--- src/hdl/sml_pkg.sv ---
// Shared types and constants for the sticky modifier latch.
package sml_pkg;

	// Key codes
	localparam logic [7:0] CODE_LSHIFT = 8'd42;
	localparam logic [7:0] CODE_RSHIFT = 8'd54;
	localparam logic [7:0] CODE_CTRL   = 8'd29;
	localparam logic [7:0] CODE_ALT    = 8'd56;
	localparam logic [7:0] CODE_META   = 8'd125;
	localparam logic [7:0] CODE_RELOAD = 8'd0;

	// Mask weights
	localparam logic [4:0] WEIGHT_SHIFT = 5'd1;
	localparam logic [4:0] WEIGHT_CTRL  = 5'd4;
	localparam logic [4:0] WEIGHT_ALT   = 5'd8;
	localparam logic [4:0] WEIGHT_META  = 5'd4;

	// Item function codes
	localparam logic FUNC_KEY    = 1'b0;
	localparam logic FUNC_RELOAD = 1'b1;

	// Shift mode codes
	localparam logic [1:0] SHIFT_OFF     = 2'd0;
	localparam logic [1:0] SHIFT_ONESHOT = 2'd1;
	localparam logic [1:0] SHIFT_LOCKED  = 2'd2;

	localparam logic [31:0] WINDOW_RESET = 32'd500000;

	localparam logic [4:0] MASK_MAX = 5'd17;

	typedef struct packed {
		logic [4:0]  mask_sum;
		logic        shift_oneshot;
		logic        shift_locked;
		logic [31:0] last_shift_press;
		logic        ctrl_latched;
		logic        alt_latched;
		logic        meta_latched;
	} latch_state_t;

	typedef struct packed {
		logic       func;
		logic [7:0] key_code;
		logic       key_down;
		logic [31:0] time_us;
	} key_item_t;

	typedef struct packed {
		logic       emit_valid;
		logic [7:0] emit_code;
		logic       emit_down;
		logic [4:0] modifier_mask;
		logic [1:0] shift_mode;
		logic       shift_shown;
		logic       layout_reload;
	} latch_result_t;

endpackage

--- src/hdl/sml_next.sv ---
// Next-state and result logic for one key item.
module sml_next
	import sml_pkg::*;
(
	input  latch_state_t  st,
	input  key_item_t     item,
	input  logic [31:0]   window_us,
	output latch_state_t  nxt,
	output latch_result_t res
);

	logic [31:0] gap;
	logic        shift_key;
	logic        is_mod;
	logic        double_tap;

	assign gap        = item.time_us - st.last_shift_press;
	assign double_tap = st.shift_oneshot && (gap < window_us);
	assign shift_key  = (item.key_code == CODE_LSHIFT) || (item.key_code == CODE_RSHIFT);
	assign is_mod     = (item.key_code == CODE_CTRL) || (item.key_code == CODE_ALT)
		|| (item.key_code == CODE_META);

	always_comb begin
		nxt = st;
		res = '0;
		if (item.func == FUNC_RELOAD) begin
			nxt.mask_sum     = '0;
			nxt.ctrl_latched = 1'b0;
			nxt.alt_latched  = 1'b0;
			nxt.meta_latched = 1'b0;
			res.layout_reload = 1'b1;
		end else if (shift_key) begin
			if (item.key_down) begin
				nxt.last_shift_press = item.time_us;
				if (st.shift_locked) begin
					nxt.shift_locked  = 1'b0;
					nxt.shift_oneshot = 1'b0;
					nxt.mask_sum      = st.mask_sum & ~WEIGHT_SHIFT;
				end else if (double_tap) begin
					nxt.shift_oneshot = 1'b0;
					nxt.shift_locked  = 1'b1;
				end else if (st.shift_oneshot) begin
					nxt.shift_oneshot = 1'b0;
					nxt.mask_sum      = st.mask_sum & ~WEIGHT_SHIFT;
				end else begin
					nxt.shift_oneshot = 1'b1;
					nxt.mask_sum      = st.mask_sum | WEIGHT_SHIFT;
				end
			end
		end else if (is_mod) begin
			if (item.key_down) begin
				res.emit_valid = 1'b1;
				res.emit_code  = item.key_code;
				case (item.key_code)
					CODE_CTRL: begin
						nxt.ctrl_latched = !st.ctrl_latched;
						nxt.mask_sum = st.ctrl_latched ? st.mask_sum - WEIGHT_CTRL
							: st.mask_sum + WEIGHT_CTRL;
						res.emit_down = !st.ctrl_latched;
					end
					CODE_ALT: begin
						nxt.alt_latched = !st.alt_latched;
						nxt.mask_sum = st.alt_latched ? st.mask_sum - WEIGHT_ALT
							: st.mask_sum + WEIGHT_ALT;
						res.emit_down = !st.alt_latched;
					end
					default: begin
						nxt.meta_latched = !st.meta_latched;
						nxt.mask_sum = st.meta_latched ? st.mask_sum - WEIGHT_META
							: st.mask_sum + WEIGHT_META;
						res.emit_down = !st.meta_latched;
					end
				endcase
			end
		end else begin
			res.emit_valid = 1'b1;
			res.emit_code  = item.key_code;
			res.emit_down  = item.key_down;
			// any plain key uses up an armed one-shot
			if (st.shift_oneshot && !st.shift_locked) begin
				nxt.shift_oneshot = 1'b0;
				nxt.mask_sum      = st.mask_sum & ~WEIGHT_SHIFT;
			end
			if (!item.key_down && (item.key_code == CODE_RELOAD)) begin
				nxt.mask_sum      = '0;
				nxt.ctrl_latched  = 1'b0;
				nxt.alt_latched   = 1'b0;
				nxt.meta_latched  = 1'b0;
				res.layout_reload = 1'b1;
			end
		end
		res.modifier_mask = nxt.mask_sum;
		res.shift_shown   = nxt.mask_sum[0];
		if (nxt.shift_locked) begin
			res.shift_mode = SHIFT_LOCKED;
		end else if (nxt.shift_oneshot) begin
			res.shift_mode = SHIFT_ONESHOT;
		end else begin
			res.shift_mode = SHIFT_OFF;
		end
	end

endmodule

--- src/hdl/sticky_modifier_latch_core.sv ---
// Top level of the sticky modifier latch: item pipeline, state and window register.
//
//   channel  direction  handshake              payload
//   in       input      in_valid / in_stall    func, key_code, key_down, time_us
//   out      output     out_valid / out_stall  emit_*, modifier_mask, shift_*, layout_reload
//   cfg      input      cfg_wr_en              cfg_wr_data (double-tap window, us)
//
// One item per cycle sustained while the output does not stall; an item passes the input
// register, then the result register where the latch state also updates.
// Reset clears the latch state, both valid flags and loads the 500000 us window.
// A stall on the output holds the result register and the input register; the
// input stalls only when its register is full and cannot move forward.
module sticky_modifier_latch_core
	import sml_pkg::*;
(
	input  logic        clk,
	input  logic        arst_n,
	input  logic        in_valid,
	output logic        in_stall,
	input  logic        func,
	input  logic [7:0]  key_code,
	input  logic        key_down,
	input  logic [31:0] time_us,
	output logic        out_valid,
	input  logic        out_stall,
	output logic        emit_valid,
	output logic [7:0]  emit_code,
	output logic        emit_down,
	output logic [4:0]  modifier_mask,
	output logic [1:0]  shift_mode,
	output logic        shift_shown,
	output logic        layout_reload,
	input  logic        cfg_wr_en,
	input  logic [31:0] cfg_wr_data
);

	logic          valid_s1;
	key_item_t     item_s1;
	logic          valid_s2;
	latch_result_t res_s2;
	latch_state_t  st_q;
	latch_state_t  st_nxt;
	latch_result_t res_nxt;
	logic [31:0]   window_q;
	logic          hold;
	logic          in_accept;

	// Result register is full and the consumer is not taking it.
	assign hold      = valid_s2 && out_stall;
	assign in_stall  = valid_s1 && hold;
	assign in_accept = in_valid && !in_stall;

	// Configuration: window register; users write it only while idle, unchecked here.
	always_ff @(posedge clk or negedge arst_n) begin
		if (!arst_n) begin
			window_q <= WINDOW_RESET;
		end else if (cfg_wr_en) begin
			window_q <= cfg_wr_data;
		end
	end

	// Stage 1: capture the item whenever the slot is free or moves on.
	always_ff @(posedge clk or negedge arst_n) begin
		if (!arst_n) begin
			valid_s1 <= 1'b0;
		end else if (!in_stall) begin
			valid_s1 <= in_valid;
		end
	end

	always_ff @(posedge clk) begin
		if (in_accept) begin
			item_s1 <= '{func: func, key_code: key_code, key_down: key_down,
				time_us: time_us};
		end
	end

	sml_next u_next (
		.st        (st_q),
		.item      (item_s1),
		.window_us (window_q),
		.nxt       (st_nxt),
		.res       (res_nxt)
	);

	// Stage 2: advance the item into the result register and commit its state.
	always_ff @(posedge clk or negedge arst_n) begin
		if (!arst_n) begin
			valid_s2 <= 1'b0;
			st_q     <= '0;
		end else if (!hold) begin
			valid_s2 <= valid_s1;
			if (valid_s1) begin
				st_q <= st_nxt;
			end
		end
	end

	always_ff @(posedge clk) begin
		if (!hold && valid_s1) begin
			res_s2 <= res_nxt;
		end
	end

	assign out_valid     = valid_s2;
	assign emit_valid    = res_s2.emit_valid;
	assign emit_code     = res_s2.emit_code;
	assign emit_down     = res_s2.emit_down;
	assign modifier_mask = res_s2.modifier_mask;
	assign shift_mode    = res_s2.shift_mode;
	assign shift_shown   = res_s2.shift_shown;
	assign layout_reload = res_s2.layout_reload;

`ifndef SYNTH
	// One-shot and lock are mutually exclusive.
	a_shift_excl: assert property (@(posedge clk) disable iff (!arst_n)
		!(st_q.shift_oneshot && st_q.shift_locked))
		else $error("shift one-shot and lock both set");

	// Additive mask never exceeds shift + ctrl + alt + meta.
	a_mask_range: assert property (@(posedge clk) disable iff (!arst_n)
		st_q.mask_sum <= MASK_MAX)
		else $error("modifier mask out of range");

	// A result without an event carries zero code and direction.
	a_quiet_result: assert property (@(posedge clk) disable iff (!arst_n)
		(valid_s2 && !res_s2.emit_valid) |-> (res_s2.emit_code == '0 && !res_s2.emit_down))
		else $error("stray event payload");

	// A reload comes only from a reset item or a release of code zero.
	a_reload_src: assert property (@(posedge clk) disable iff (!arst_n)
		(valid_s2 && res_s2.layout_reload) |->
		(!res_s2.emit_valid || (res_s2.emit_code == CODE_RELOAD && !res_s2.emit_down)))
		else $error("reload from wrong item");

	// While the result is held, the latch state must not move.
	a_state_hold: assert property (@(posedge clk) disable iff (!arst_n)
		hold |=> $stable(st_q))
		else $error("state changed under stall");
`endif

endmodule

--- config.mk ---
export PLATFORM = sky130hd
export DESIGN_NAME = sticky_modifier_latch_core
export DESIGN_NICKNAME = d
export VERILOG_FILES = /design/src/hdl/sml_pkg.sv /design/src/hdl/sml_next.sv /design/src/hdl/sticky_modifier_latch_core.sv
export SDC_FILE = /design/constraint.sdc
export NUM_CORES = 1
export LEC_CHECK = 0
export BUFFER_PORTS_ARGS = -buffer_cell sky130_fd_sc_hd__buf_2
export CORE_UTILIZATION = 24
export CTS_CLUSTER_SIZE = 30
export DETAILED_ROUTE_END_ITERATION = 6
export SYNTH_ARGS = -nofsm -noshare
export SYNTH_HDL_FRONTEND = slang
export SYNTH_SLANG_ARGS = --single-unit
--- constraint.sdc ---
create_clock -name clk -period 5 [get_ports clk]
set_clock_uncertainty 0.1 [all_clocks]
set_input_delay 1 -clock clk [delete_from_list [all_inputs] [get_ports clk]]
set_output_delay 1 -clock clk [all_outputs]
set_load 0.02 [all_outputs]
# Yosys cells after proc, flatten, opt, wreduce, memory -nomap -nowiden
# Index checks and enable logic that the tools add are counted.
# totals
wordCells	99
register_bits	137
out_inout_bits	21
in_bits	79
# classes
n_mux	34
n_eq_ne	10
magnitude_cmp	1
n_addsub	5
n_reduce_logical	26
n_bitwise	2
# op_table
cell	n
2-to-1 mux 35 bit	1
2-to-1 mux 5 bit	7
2-to-1 mux 34 bit	1
2-to-1 mux 33 bit	1
less-than comparator 32 bit	1
subtractor 32 bit	1
== test 8 x 6 -> 1 bit (second input constant)	3
2-to-1 mux 10 bit	2
2-to-1 mux 3 bit	6
AND reduction 6 bit	3
inequality test 3 bit (second input constant)	4
2-to-1 mux 1 bit	11
case mux 5 bit (2 select lines)	1
== test 8 x 5 -> 1 bit (second input constant)	1
== test 8 x 7 -> 1 bit (second input constant)	1
zero test 8 bit	1
logical AND 1 bit	7
zero test 1 bit	7
2-to-1 mux 6 bit	1
adder 5 x 3 -> 5 bit (second input constant)	1
adder 5 x 4 -> 5 bit (second input constant)	1
AND reduction 5 bit	1
subtractor 5 x 3 -> 5 bit (second input constant)	1
subtractor 5 x 4 -> 5 bit (second input constant)	1
8 further kinds	13

# Logic depth before layout (Yosys ltp)
# logic_depth
word_depth	9
depth_mapped	21
depth_no_buf	21

# Modules after synthesis
# Synthesis repeated with hierarchy kept, for this count alone.
# unflattened
hier_cells	759
hier_area_um2	8490.6
# by_module_without_submodules
module	seq_area_each_um2	area_each_um2	instances	cells_per_inst
sticky_modifier_latch_core	3742.3	4692.0	1	225
sml_next	0.0	3798.6	1	534

# Least setup slack after synthesis
# OpenSTA, ideal clock, no wires.
# synth_path
kind	reg-to-reg
startpoint	register item_s1[0] (netlist bit)
endpoint	register res_s2 (netlist bit modifier_mask[0]), data pin
arrival_ns	3.854
path_stages_with_launch	21
required_ns	4.765
path_buffers	0
setup_slack_ns	0.912
period_less_slack_ns	4.088
setup_time_ns	0.135
cell_sequence	edfxtp_1 inv_1 ha_1 inv_1 fa_1 a21oi_1 a2bb2oi_2 a21oi_2 o21a_1 o211ai_2 a311oi_4 a41oi_1 xnor2_1 ha_1 a21o_1 a21oi_1 nor2_1 a2111oi_0 nor2b_1 nor4_1 nand2b_1
# synth_lines
element	line	source
start: declaration	sticky_modifier_latch_core.sv:38	key_item_t item_s1;
start signal: assignment	sticky_modifier_latch_core.sv:73	item_s1 <= '{func: func, key_code: key_code, key_down: key_down,
end signal: assignment	sticky_modifier_latch_core.sv:101	res_s2 <= res_nxt;
end: declaration	sticky_modifier_latch_core.sv:40	latch_result_t res_s2;

==> flow_summary.toml <==
[status]
status = "complete, but fails checks"
failed_checks = "design-rule violations"

[synth]
synthMuxAreaShare_pct = 1.17
synth_top_family_by_area = "compound AO/OA/AOI/OAI gates"
synthTopCellsByCount = "nand2_1, inv_1, dfrtp_1, ha_1, edfxtp_1"
synth_simple_gate_area_share_pct = 13.2
synth_area_per_cell_sq_um = 10.2
synth.area.top_cells = "edfxtp_1, dfrtp_1, ha_1, nand2_1, inv_1"
synth_compound_area_share_pct = 17.1
synth_cells = 747
synth_seq_cells = 136
synth-xor-area-share_pct = 3.57
yosysSeqAreaShare_pct = 48.8
synth_edf_count = 60
synth_most_common_cell = "nand2_1"
ys.warnings.count = 0
yosys.area_share.adder_pct = 10.8
async_flop_share_pct = 55.9
synthesis.nets = 891
synth_cell_types = 70
synth_area_sq_mm = 0.00760
ys.flop_type = "dfrtp_1"
yosysTopAreaCell = "edfxtp_1"
yosysTopAreaCellShare_pct = 23.7

[grt]
use_met1_pct = 14.5
first_global_vias = 5534
grt_pass1_wl_um = 28500
grt_overflow = 0
grt.total_usage_pct = 11.3
grt_max_degree = 77
antenna_found_initial = 0
busiest_layer = "met2"
grt_util_met3_pct = 2.41
grt_use_met2_pct = 18.4

[worst_setup_path]
critPathCaptureType = "flip-flop"
path_max_fanout = 6
crit_arrival_ns = 4.76
critPathKind = "flip-flop to flip-flop"
worstPathRequired_ns = 5.19
start_kind = "flip-flop"

[timing]
fin_crit_sh_pct = 91.5
period_needed_ns = 4.57
max_freq_mhz = 219
rsz0062_at_grt = "no"
timing.hold.ws_ns = 0.384
worstMarginPinSlew_ns = 1.06
report.final.slew_viol_count = 0
finalHoldViolations = 0
maxSlewHeadroom_pct = 29.6
setup_viol = 0
setup_tns_ns = 0

[pwr]
totalPowerFinal_w = 0.00287
powerDensity_mw_per_mm2 = 319
switching_power_w = 0.000774
intPower_w = 0.00210
p_comb_share_pct = 15.1
clkPwrFrac_pct = 40.2
p_leak_nw = 4.09
seqPwrFrac_pct = 44.7
p_sw_share_pct = 27.0
ir_worst_vdd_v = 0.000224

[detailed_routing]
post_drt_via_cell_ratio = 4.44
dr.pass1.iters = 6
drc = 5
drt_wl_total_um = 17600
ant_nets = 0
drt-wirelength-per-cell_um = 14.0
vias = 5576
drt-initial-drc-count = 300

[clocking]
cts_num_sinks = 136
root_buffer = "clkbuf_16"
holdBufCountCts = 0
numCtsBuffers = 17
path_clk_slew_ns = 0.06
ctsResizeCount = 0
h-tree-depth = 4
cts_tree = "yes"
clk_latency_ns = 0.43
cts_setup_buffers = 0
clock_path_buffers = 2

[die]
core-area_sq_mm = 0.0309
initial_core_util_pct = 24.6
rows = 64
die_h_um = 180
die_w_um = 180
die-area_sq_mm = 0.0324
num_io_pins = 100

[run]
cap_violations = 0

[layout]
fill_cells = 3249
postLayoutCellArea_sq_mm = 0.00902
final_cells = 1255
area_delta_synth_final_pct = 18.6
nets = 990
drive_above_1_share_pct = 18.3
antennaDiodeCount = 0

[place]
dp.cells = 1223
gp_congestion = 0.805
port_buffers = 99
place_area_sq_mm = 0.00849
dpl.hpwl_um = 13000

[worst_hold_path]
hold_path_class = "flip-flop to flip-flop"
per-stage QoR:
step | utilization (%) | setup WS [ns]
after floorplan | - | 0.912
final | 29.2 | 0.426
after global routing | 29.2 | 0.0545
after detailed placement | 27.5 | 0.432
after CTS | 29.2 | 0.414
after global placement | 27.5 | 0.549
layer usage:
metal  part of all wire [%]  vias to the layer above
met4                    2.1                        0
li1                       -                     2842
met5                      0                        -
met3                    3.8                       25
met2                     47                      106
met1                     47                     2603
logic make-up after synthesis:
group | count (synthesis)
and+or+nand+nor | 207
buffers and inverters | 98
DFF | 136
adders and majority gates | 65
AOI/OAI and AO/OA | 202
muxes | 8
xor gates and xnor gates | 31
worst max-delay path, stage by stage, from the launching register on:
cell and delay, ns:
edfxtp_1 0.38, inv_1 0.07, ha_1 0.15, inv_1 0.05
fa_1 0.39, a21oi_1 0.22, a2bb2oi_2 0.22, a21oi_2 0.10
o21a_1 0.22, o211ai_2 0.23, a311oi_4 0.18, a41oi_1 0.28
xnor2_1 0.15, ha_1 0.26, a21o_1 0.16, a21oi_1 0.14
nor2_1 0.04, a2111oi_0 0.47, nor2b_1 0.10, nor4_1 0.38
nand2b_1 0.16
area by class of cell:
| cell class | instances | area (sq um) | share of cell area [%] |
|---|---|---|---|
| flip-flops and latches | 136 | 3710 | 41.2 |
| multi-input cells | 513 | 3480 | 38.6 |
| repair buffers | 101 | 513 | 5.69 |
| well taps | 396 | 495 | 5.49 |
| clock buffers | 21 | 440 | 4.88 |
| inverters | 77 | 289 | 3.21 |
| clock inverters | 11 | 83.8 | 0.930 |
power groups by stage:
stage               Sequential (W)  Clock [W]  Combinational [W]
floorplan                  0.00131          0           0.000286
global placement           0.00130          0           0.000428
detailed placement         0.00130          0           0.000438
CTS                        0.00128    0.00119           0.000442
global route               0.00129    0.00123           0.000495
finish                     0.00128    0.00116           0.000434
sequential cells by signal (all words and copies together), names as in the netlist, 2 cells and up:
signal / count
shift_mode: 2
st_q: 42
item_s1: 42
emit_code: 8
window_q: 32
modifier_mask: 5
placed cells by master, fill, tap and decap left out, types with 4 or more instances in the layout:
cell and count:
o21bai_1 4, xor2_1 11, inv_1 77, nand4_1 14, dfstp_2 7, xnor2_1 20
buf_2 98, nor2b_1 5, o21a_1 7, clkinv_2 4, o21ai_1 32, edfxtp_1 60
dfrtp_1 69, a21oi_1 38, clkbuf_1 4, ha_1 64, clkbuf_16 17, nor2_1 31
nand2_1 93, o21ai_0 55, nand2b_1 11, and2_1 14, a31oi_1 5, a21o_1 19
a41oi_1 4, nor3_1 11, nand3_1 11, mux2_2 4
path summary, 6_finish.rpt:
check | from | to | slack, ns | cells past startpoint
min in group asynchronous | arst_n | st_q[9] | 0.63 | 1
max in group asynchronous | arst_n | st_q[0] | 3.44 | 1
setup reg to reg | item_s1[0] | modifier_mask[0] | 0.43 | 20
hold / removal | st_q[38] | st_q[38] | 0.38 | 1
setup / recovery | item_s1[0] | modifier_mask[0] | 0.43 | 20
hold reg to reg | st_q[38] | st_q[38] | 0.38 | 1
Power figures use the tool's default switching activity.
